--- config.mk ---
export PLATFORM = sky130hd
export DESIGN_NAME = mix_output_filter_convert
export DESIGN_NICKNAME = d
export VERILOG_FILES = /design/src/hdl/mofc_pkg.sv /design/src/hdl/mix_output_filter_convert.sv
export SDC_FILE = /design/constraint.sdc
export NUM_CORES = 2
export LEC_CHECK = 0
export ABC_AREA = 1
export BUFFER_PORTS_ARGS = -buffer_cell sky130_fd_sc_hd__buf_2
export CAP_MARGIN = 15
export CORE_AREA = 4 4 548 279
export CTS_CLUSTER_DIAMETER = 100
export CTS_CLUSTER_SIZE = 24
export DETAILED_ROUTE_END_ITERATION = 7
export DIE_AREA = 0 0 552 283
export PLACE_DENSITY = 0.43
export SETUP_SLACK_MARGIN = 0.02
export SLEW_MARGIN = 20
export SYNTH_ARGS = -nofsm -noshare
export SYNTH_HDL_FRONTEND = slang
export SYNTH_SLANG_ARGS = --single-unit
--- constraint.sdc ---
create_clock -name clk -period 8.65 [get_ports clk]
set_input_delay 0.865 -clock clk [delete_from_list [all_inputs] [get_ports clk]]
set_output_delay 0.865 -clock clk [all_outputs]
set_load 0.05 [all_outputs]
--- src/hdl/mofc_pkg.sv ---
// types and constants for the mixer output filter and pcm conversion block
package mofc_pkg;

  localparam int SAMPLE_W = 24;
  localparam int SUM_W    = SAMPLE_W + 3;
  localparam int MAG_W    = 25;
  localparam int CMP_W    = (SUM_W > MAG_W) ? SUM_W : MAG_W;
  localparam int QUO_W    = 24;
  localparam int PCM_W    = 16;

  // magnitude limits that already saturate every output format
  localparam logic [MAG_W-1:0] LIM_PLAIN = MAG_W'(2 ** 23);
  localparam logic [MAG_W-1:0] LIM_DIV3  = MAG_W'(3 * (2 ** 23));

  // floor(a / 3) = (a * DIV3_MUL) >> DIV3_SHIFT for a below 2**25
  localparam int               DIV3_SHIFT = 26;
  localparam logic [MAG_W-1:0] DIV3_MUL   = MAG_W'(((2 ** 26) + 2) / 3);

  localparam int CFG_IDX_W  = 2;
  localparam int CFG_DATA_W = 2;

  localparam logic [CFG_IDX_W-1:0] CFG_FILTER_MODE   = 2'd0;
  localparam logic [CFG_IDX_W-1:0] CFG_STEREO_ON     = 2'd1;
  localparam logic [CFG_IDX_W-1:0] CFG_OUTPUT_FORMAT = 2'd2;

  localparam logic [1:0] FILT_LIGHT  = 2'd1;
  localparam logic [1:0] FILT_STRONG = 2'd2;

  localparam logic FMT_S16 = 1'b1;

  typedef struct packed {
    logic signed [SAMPLE_W-1:0] in_left;
    logic signed [SAMPLE_W-1:0] in_right;
  } in_word_t;

  typedef struct packed {
    logic signed [PCM_W-1:0] out_left;
    logic signed [PCM_W-1:0] out_right;
  } out_word_t;

  typedef struct packed {
    logic [MAG_W-1:0] mag;
    logic             neg;
    logic             div3;
  } lane_t;

endpackage

--- src/hdl/mix_output_filter_convert.sv ---
// mixer output stage: smoothing filter and pcm conversion, two-stage pipeline
// a word accepted goes into the stage-one register, then into the output register behind out_valid
// throughput: one word per cycle; only a stalled output register holds the pipe
// the whole pipe advances together when the output register is empty or taken
// reset (synchronous, active low): histories zero, filter off, stereo, 16-bit
// output, pipeline empty
module mix_output_filter_convert
  import mofc_pkg::*;
(
  input  logic                  clk,
  input  logic                  rst_n,
  input  logic                  in_valid,
  output logic                  in_ready,
  input  in_word_t              in_data,
  output logic                  out_valid,
  input  logic                  out_ready,
  output out_word_t             out_data,
  input  logic                  cfg_we,
  input  logic [CFG_IDX_W-1:0]  cfg_index,
  input  logic [CFG_DATA_W-1:0] cfg_data
);

  // configuration registers
  logic [1:0] filter_mode_r;
  logic       stereo_on_r;
  logic       output_format_r;

  // per-channel history: one holds x[n-1], two holds x[n-2]
  logic signed [SAMPLE_W-1:0] left_hist_one_r, left_hist_one_nxt;
  logic signed [SAMPLE_W-1:0] left_hist_two_r, left_hist_two_nxt;
  logic signed [SAMPLE_W-1:0] right_hist_one_r, right_hist_one_nxt;
  logic signed [SAMPLE_W-1:0] right_hist_two_r, right_hist_two_nxt;

  // stage one: signed magnitude ahead of the divide
  logic  s1_valid_r;
  lane_t s1_left_r, s1_left_nxt;
  lane_t s1_right_r, s1_right_nxt;

  // output register
  logic      out_valid_r;
  out_word_t out_data_r, out_data_nxt;

  logic advance;
  logic in_accept;
  logic filtering;

  // weighted sum, then magnitude clamped where every format already saturates
  function automatic lane_t lane_prep(input logic signed [SAMPLE_W-1:0] x,
                                      input logic signed [SAMPLE_W-1:0] h1,
                                      input logic signed [SAMPLE_W-1:0] h2,
                                      input logic [1:0]                 mode);
    logic signed [SUM_W-1:0] xe;
    logic signed [SUM_W-1:0] h1e;
    logic signed [SUM_W-1:0] h2e;
    logic signed [SUM_W-1:0] s;
    logic [SUM_W-1:0]        a;
    logic [CMP_W-1:0]        av;
    logic [MAG_W-1:0]        lim;
    lane_t                   r;
    xe     = SUM_W'(x);
    h1e    = SUM_W'(h1);
    h2e    = SUM_W'(h2);
    r.div3 = 1'b0;
    lim    = LIM_PLAIN;
    case (mode)
      FILT_LIGHT: begin
        s      = h1e + (xe <<< 1);
        r.div3 = 1'b1;
        lim    = LIM_DIV3;
      end
      FILT_STRONG: s = h2e + h1e + (h1e <<< 1) + (xe <<< 2);
      default:     s = xe;
    endcase
    r.neg = s[SUM_W-1];
    a = r.neg ? $unsigned(-s) : $unsigned(s);
    // divide by eight toward zero on the magnitude
    if (mode == FILT_STRONG) a = a >> 3;
    av = CMP_W'(a);
    r.mag = (av > CMP_W'(lim)) ? lim : MAG_W'(av);
    return r;
  endfunction

  // divide by three when flagged, drop fraction bits, saturate, pick the format
  function automatic logic [PCM_W-1:0] lane_pcm(input lane_t l, input logic fmt);
    logic [2*MAG_W-1:0] p;
    logic [QUO_W-1:0]   q;
    logic [PCM_W-1:0]   nm;
    logic [PCM_W-1:0]   n16;
    p   = {{MAG_W{1'b0}}, l.mag} * {{MAG_W{1'b0}}, DIV3_MUL};
    q   = l.div3 ? p[DIV3_SHIFT +: QUO_W] : l.mag[QUO_W-1:0];
    nm  = q[QUO_W-1:8];
    if (l.neg) n16 = -nm;
    else       n16 = nm[PCM_W-1] ? {1'b0, {(PCM_W-1){1'b1}}} : nm;
    if (fmt == FMT_S16) return n16;
    // floor shift by eight is already inside -128..127, then offset binary
    return {8'h00, ~n16[PCM_W-1], n16[PCM_W-2:8]};
  endfunction

  assign advance   = !out_valid_r || out_ready;
  assign in_ready  = advance;
  assign in_accept = in_valid && advance;
  assign filtering = (filter_mode_r == FILT_LIGHT) || (filter_mode_r == FILT_STRONG);

  assign out_valid = out_valid_r;
  assign out_data  = out_data_r;

  always_comb begin
    s1_left_nxt  = lane_prep(in_data.in_left, left_hist_one_r, left_hist_two_r,
                             filter_mode_r);
    s1_right_nxt = lane_prep(in_data.in_right, right_hist_one_r, right_hist_two_r,
                             filter_mode_r);

    left_hist_one_nxt  = left_hist_one_r;
    left_hist_two_nxt  = left_hist_two_r;
    right_hist_one_nxt = right_hist_one_r;
    right_hist_two_nxt = right_hist_two_r;
    // histories shift only while a filter is on; mono leaves the right side alone
    if (in_accept && filtering) begin
      left_hist_two_nxt = left_hist_one_r;
      left_hist_one_nxt = in_data.in_left;
      if (stereo_on_r) begin
        right_hist_two_nxt = right_hist_one_r;
        right_hist_one_nxt = in_data.in_right;
      end
    end

    out_data_nxt.out_left  = lane_pcm(s1_left_r, output_format_r);
    out_data_nxt.out_right = stereo_on_r ? lane_pcm(s1_right_r, output_format_r)
                                         : '0;
  end

  // configuration writes; indexes past the list are dropped
  always_ff @(posedge clk) begin
    if (!rst_n) begin
      filter_mode_r   <= 2'd0;
      stereo_on_r     <= 1'b1;
      output_format_r <= 1'b1;
    end else if (cfg_we) begin
      unique case (cfg_index)
        CFG_FILTER_MODE:   filter_mode_r   <= cfg_data[1:0];
        CFG_STEREO_ON:     stereo_on_r     <= cfg_data[0];
        CFG_OUTPUT_FORMAT: output_format_r <= cfg_data[0];
        default: ;
      endcase
    end
  end

  // filter state
  always_ff @(posedge clk) begin
    if (!rst_n) begin
      left_hist_one_r  <= '0;
      left_hist_two_r  <= '0;
      right_hist_one_r <= '0;
      right_hist_two_r <= '0;
    end else begin
      left_hist_one_r  <= left_hist_one_nxt;
      left_hist_two_r  <= left_hist_two_nxt;
      right_hist_one_r <= right_hist_one_nxt;
      right_hist_two_r <= right_hist_two_nxt;
    end
  end

  // pipeline control: both stages move together on advance
  always_ff @(posedge clk) begin
    if (!rst_n) begin
      s1_valid_r  <= 1'b0;
      out_valid_r <= 1'b0;
    end else if (advance) begin
      s1_valid_r  <= in_valid;
      out_valid_r <= s1_valid_r;
    end
  end

  // pipeline payload
  always_ff @(posedge clk) begin
    if (advance) begin
      s1_left_r  <= s1_left_nxt;
      s1_right_r <= s1_right_nxt;
      out_data_r <= out_data_nxt;
    end
  end

  // a word in stage one is never dropped while the output stalls
  a_s1_hold: assert property (@(posedge clk) disable iff (!rst_n)
    s1_valid_r && !advance |=> s1_valid_r)
    else $error("stage one word lost during stall");

  // histories move only on an accepted word with a filter on
  a_hist_quiet: assert property (@(posedge clk) disable iff (!rst_n)
    !(in_accept && filtering) |=> $stable(left_hist_one_r) && $stable(left_hist_two_r)
                                  && $stable(right_hist_one_r) && $stable(right_hist_two_r))
    else $error("history changed without a filtered word");

  // mono words carry a zero right sample
  a_mono_right: assert property (@(posedge clk) disable iff (!rst_n)
    out_valid_r && !stereo_on_r |-> out_data_r.out_right == '0)
    else $error("right sample not zero in mono");

  // 8-bit format keeps the upper byte clear
  a_u8_range: assert property (@(posedge clk) disable iff (!rst_n)
    out_valid_r && (output_format_r != FMT_S16) |->
      out_data_r.out_left[PCM_W-1:8] == '0 && out_data_r.out_right[PCM_W-1:8] == '0)
    else $error("8-bit sample out of range");

endmodule

Word level (Yosys, flattened, before mapping)
Index checks and enable logic that the tools add are counted. Widths: inputs -> output; s select.

Bits of input ports: 57. Register bits after elaboration: 187.

Add/sub/neg operators: 12. $lt $le $gt $ge: 2. Multiplexer cells: 21. Eq/ne operators: 4. Multipliers: 2. Bitwise logic cells: 2. Reductions and logical operators: 11.

Operator list (number): $mux 27 (4); $pmux 27 s2 (2); $mul 25x24->49 const B (2); $mux 25 (3); $mux 16 (4); $add 26x26->27 (2); $gt 27x25->1 (2); $neg 27->27 (2); $add 24x25->26 (2); $add 25x25->26 (2); $add 24x24->25 (2); $mux 24 (2); $neg 16->16 (2); $mux 15 (2); $mux 8 (2); $reduce_and 2->1 (5); $eq 2x1->1 const B (2); $eq 2x2->1 const B (2); $logic_and 1x1->1 (2); $logic_not 2->1 (1); $logic_or 1x1->1 (2); $mux 1 (2); $not 1->1 (2); $logic_not 1->1 (1).

Logic depth before layout (Yosys ltp)
Depth in word-level cells: 9. Mapped depth: 39. Gate-level depth less buffers: 39.

Least setup slack after synthesis
No wires, ideal clock.

Path type: reg-to-reg. From: reg s1_right_r[3] (netlist bit). To: reg out_data_r, in the netlist out_data[4] (data pin). Required time: 8383 ps. Arrival time: 6573 ps. Period minus slack after synthesis: 6840 ps. Slack: 1810 ps. Cell stages (with the launch flop): 30. Setup time: 267 ps. Buffers on the path: 0. Cells stage by stage: edfxtp_1 ha_1 xor2_1 ha_1 nor2_1 fa_1 inv_1 fa_1 fa_1 fa_1 inv_1 fa_1 inv_1 ha_1 nand2_1 nand2_1 a31oi_1 nand2_1 a21oi_1 nand2_1 xor2_1 o21ai_0 ha_1 inv_1 nor2_1 nand2_1 o21ai_0 nand3_1 o21ai_0 a21oi_1.

Word-level cells in the longest chain between the ends: 6. Elaborated cells on any way between the ends: 7. Classes of those cells: add/sub (1); mul (1); mux (5).

RTL lines: start: declaration (RTL line mix_output_filter_convert.sv:37) `lane_t s1_right_r, s1_right_nxt;`; start signal: assignment (RTL line mix_output_filter_convert.sv:178) `s1_right_r <= s1_right_nxt;`; $mul 25x24->49 (*) (RTL line mix_output_filter_convert.sv:89) `p = {{MAG_W{1'b0}}, l.mag} * {{MAG_W{1'b0}}, DIV3_MUL};`; $mux 24 (*) (RTL line mix_output_filter_convert.sv:90) `q = l.div3 ? p[DIV3_SHIFT +: QUO_W] : l.mag[QUO_W-1:0];`; $neg 16->16 / $mux 15 (equally long branches) (RTL line mix_output_filter_convert.sv:92, mix_output_filter_convert.sv:93); $mux 16 (*) (RTL line mix_output_filter_convert.sv:92) `if (l.neg) n16 = -nm;`; $mux 16 (RTL line mix_output_filter_convert.sv:94) `if (fmt == FMT_S16) return n16;`; $mux 8 (*) (RTL line mix_output_filter_convert.sv:96) `return {8'h00, ~n16[PCM_W-1], n16[PCM_W-2:8]};`; end signal: assignment (RTL line mix_output_filter_convert.sv:179) `out_data_r <= out_data_nxt;`; end: declaration (RTL line mix_output_filter_convert.sv:41) `out_word_t out_data_r, out_data_nxt;`.

Every way passes the cells marked *; elsewhere a longest branch is shown, timed or not. The select of a mux whose other input is x is not followed. A chain may end at the register's enable or synchronous reset.

==> run metrics <==
synthesis-stage register bit count 187; vias post-DR 39104; remaining antenna violation count 0; Rows 100; GR Util met2 0.252; TritonCTS Buffers 25; post-synthesis async set-or-reset flop share 0; DRT Pass-1 Iters 5; slowest stage delay, CP 0.68 ns; initial antenna violation count 6; die width 552 um; Post-Synthesis Cells 6060; Via density 4.81; die extent in y 283 um; Clock Tree Buf Depth 3; Clock Pin Slew Worst Setup and Hold Paths 0.08 ns; top fanout value on the critical path 6; RSZ-0062 raised after global routing false; P&R area growth vs syn 8.24%; min-delay worst type flip-flop to flip-flop; CTS tree yes; placed cell count 8090; post-synthesis mux area share 0.000227; # setup viols final 0; gr ovfl total 0; Netlist cell types 62; CP Launch Type flip-flop; Synth Net Count 7307; syn avg cell area 7.29 um2; post-DP HPWL 147 mm; gr usage total 0.216; kind of critical path flip-flop to flip-flop; Compound-Gate Fraction of Synth Area 0.0745; status finished clean; Core ar. 148000 um2; H-Tree Depth 4; top achievable clock speed 122 MHz; WL final 169 mm; CP Capture Type flip-flop; Fillers 16150; DRC Markers 0; post-synthesis xor/xnor area fraction 0.00872; I/O Pins 91; GPL Wtd Cong 0.960; post-synthesis simple-gate area fraction 0.254; post-layout min period 8.18 ns; largest net degree at the start of global routing 60; area of the multi-input gates 34000 um2; CP max stage cell fa_1; Seq. cell area 4600 um2; Slew headroom 0.372; first-pass GRT wire length 255 mm; Worst path most repeated cell nand2_1; setup TNS 0 ns; Final Cycle Share 0.945; post-synthesis adder-cell area fraction 0.430; Hold Vio Cnt, Final 0; Mapped Area 44200 um2; initial core utilization 0.299; share of layout cells above drive strength 1 0.0601; max-cap viol count 0; final net count 7382; Worst-Margin Slew 0.942 ns; drt wl/cell 20.8 um; met1 usage 0.380; routing usage on met3 0.0593; Final Non-Filler Cells 8130; vias in the first global route 38201; Skew-Pair Late Insertion Delay 0.55 ns; CP required 8.93 ns; PortBufs 90; Post-synth top flop dfxtp_1; clk root buf clkbuf_16; Die Area 156000 um2; Seq/Total Area, Yosys 0.104; GRT busiest layer met1; n_diodes 0; EDFF count, synth 85; FF-to-FF setup slack 0.47 ns; DR iter-0 viols 3863; clock skew 0.0329 ns; arrival time worst endpoint 8.46 ns; max-slew violation count 0; Ys Warns 0; largest family of logic cells by synthesized area adder cells; Clock Sinks 187
sequential cells by signal, summed over array words and instances, names as in the netlist:
signal / count
stereo_on_r: 1
s1_right_r: 27
left_hist_two_r: 24
output_format_r: 1
out_data: 32
right_hist_two_r: 24
s1_valid_r: 1
filter_mode_r: 2
s1_left_r: 26
left_hist_one_r: 24
out_valid: 1
right_hist_one_r: 24
path summary, 6_finish.rpt:
check | startpoint | to | cells after the start
worst max-delay path | s1_left_r[16]$_SDFFCE_PN0N_ | out_data[21]$_DFFE_PN_ | 33
worst max register to register | s1_left_r[16]$_SDFFCE_PN0N_ | out_data[21]$_DFFE_PN_ | 33
worst min-delay path | output_format_r$_SDFFE_PN1P_ | output_format_r$_SDFFE_PN1P_ | 2
worst min register to register | output_format_r$_SDFFE_PN1P_ | output_format_r$_SDFFE_PN1P_ | 2
cell families after synthesis:
kind of cell / after synthesis
AOI/OAI and AO/OA: 586
xor gates and xnor gates: 44
adders and majority gates: 1190
buffers and inverters: 1467
DFF: 187
muxes: 1
and+or+nand+nor: 2585
final cells by class:
cell class | count | area share
repair buffers | 147 | 0.0184
clock buffers | 28 | 0.0140
well taps | 1989 | 0.0520
multi-input cells | 4406 | 0.710
inverters | 1368 | 0.108
flip-flops and latches | 187 | 0.0961
clock inverters | 5 | 0.00157
routing by layer:
| layer | up-vias | wire [um] |
|---|---|---|
| met5 | - | 0 |
| met2 | 1259 | 55300 |
| met4 | 0 | 661 |
| li1 | 19040 | - |
| met1 | 18759 | 96600 |
| met3 | 46 | 16100 |
per-stage QoR:
step	cell area [um2]	utilization	hold WS (ns)	setup slack, ns
6_report	47800	0.323	0.478	0.473
5_1_grt	47800	0.323	0.516	0.0619
4_1_cts	47700	0.323	0.481	0.345
3_5_place_dp	47000	0.318	0.461	0.358
3_3_place_gp	47000	0.318	0.464	0.216
2_1_floorplan	44200	-	0.441	1.81
timing repair:
item,4_1_cts,5_1_grt
hold buffers,0,0
setup endpoints to repair,0,24
setup buffers,0,7
resized for setup,0,7
cells in the mapped netlist, drive strengths merged, types with 2 or more instances:
library cell | count | share of area
nor2 | 490 | 0.046
o211ai | 7 | 0.0013
o21ai | 228 | 0.027
nand3 | 485 | 0.057
a21oi | 268 | 0.032
a21boi | 9 | 0.0015
nor3 | 27 | 0.0035
o31ai | 2 | 0.00034
clkbuf | 45 | 0.0038
o21bai | 19 | 0.0033
nand2 | 1412 | 0.12
inv | 1364 | 0.12
a31oi | 24 | 0.0034
nand3b | 26 | 0.0044
a21o | 18 | 0.0031
or2 | 43 | 0.0061
buf | 54 | 0.0082
nor4 | 14 | 0.0020
dfxtp | 102 | 0.046
a211oi | 4 | 0.00068
fa | 546 | 0.25
nand4 | 77 | 0.011
edfxtp | 85 | 0.058
xor2 | 27 | 0.0054
and2 | 8 | 0.0011
xnor2 | 17 | 0.0034
o21a | 2 | 0.00034
and3 | 3 | 0.00042
clkinv | 4 | 0.00034
ha | 644 | 0.18
worst max-delay path: cells and delay by family, from the launching register on:
| kind | cells | cell delay, ns |
|---|---|---|
| adder cells (fa/ha/maj) | 8 | 3.83 |
| AND/OR/NAND/NOR | 13 | 1.39 |
| AO/OA/AOI/OAI | 5 | 1.10 |
| buffers and inverters | 7 | 1.01 |
| flip-flops | 1 | 0.53 |
cell usage in the layout (no fill, tap or decap), drive strengths merged, types with 2 or more instances in the layout:
master and count:
ha 644, nand4 77, buf 147, inv 1365
or2 43, nor2 490, a21boi 9, xor2 27
nand3 485, clkinv 6, and3 3, o31ai 2
clkbuf 28, o21a 2, o21ai 228, nand2 1412
and2 8, dfxtp 102, o211ai 7, bufinv 2
xnor2 17, nor4 14, a21oi 268, a211oi 4
nor3 27, a21o 18, a31oi 24, o21bai 19
edfxtp 85, nand3b 26, fa 546
Power is left out: the tool's default activity adds up to more than one toggle a clock period on the data nets, which glitch-free logic cannot reach.
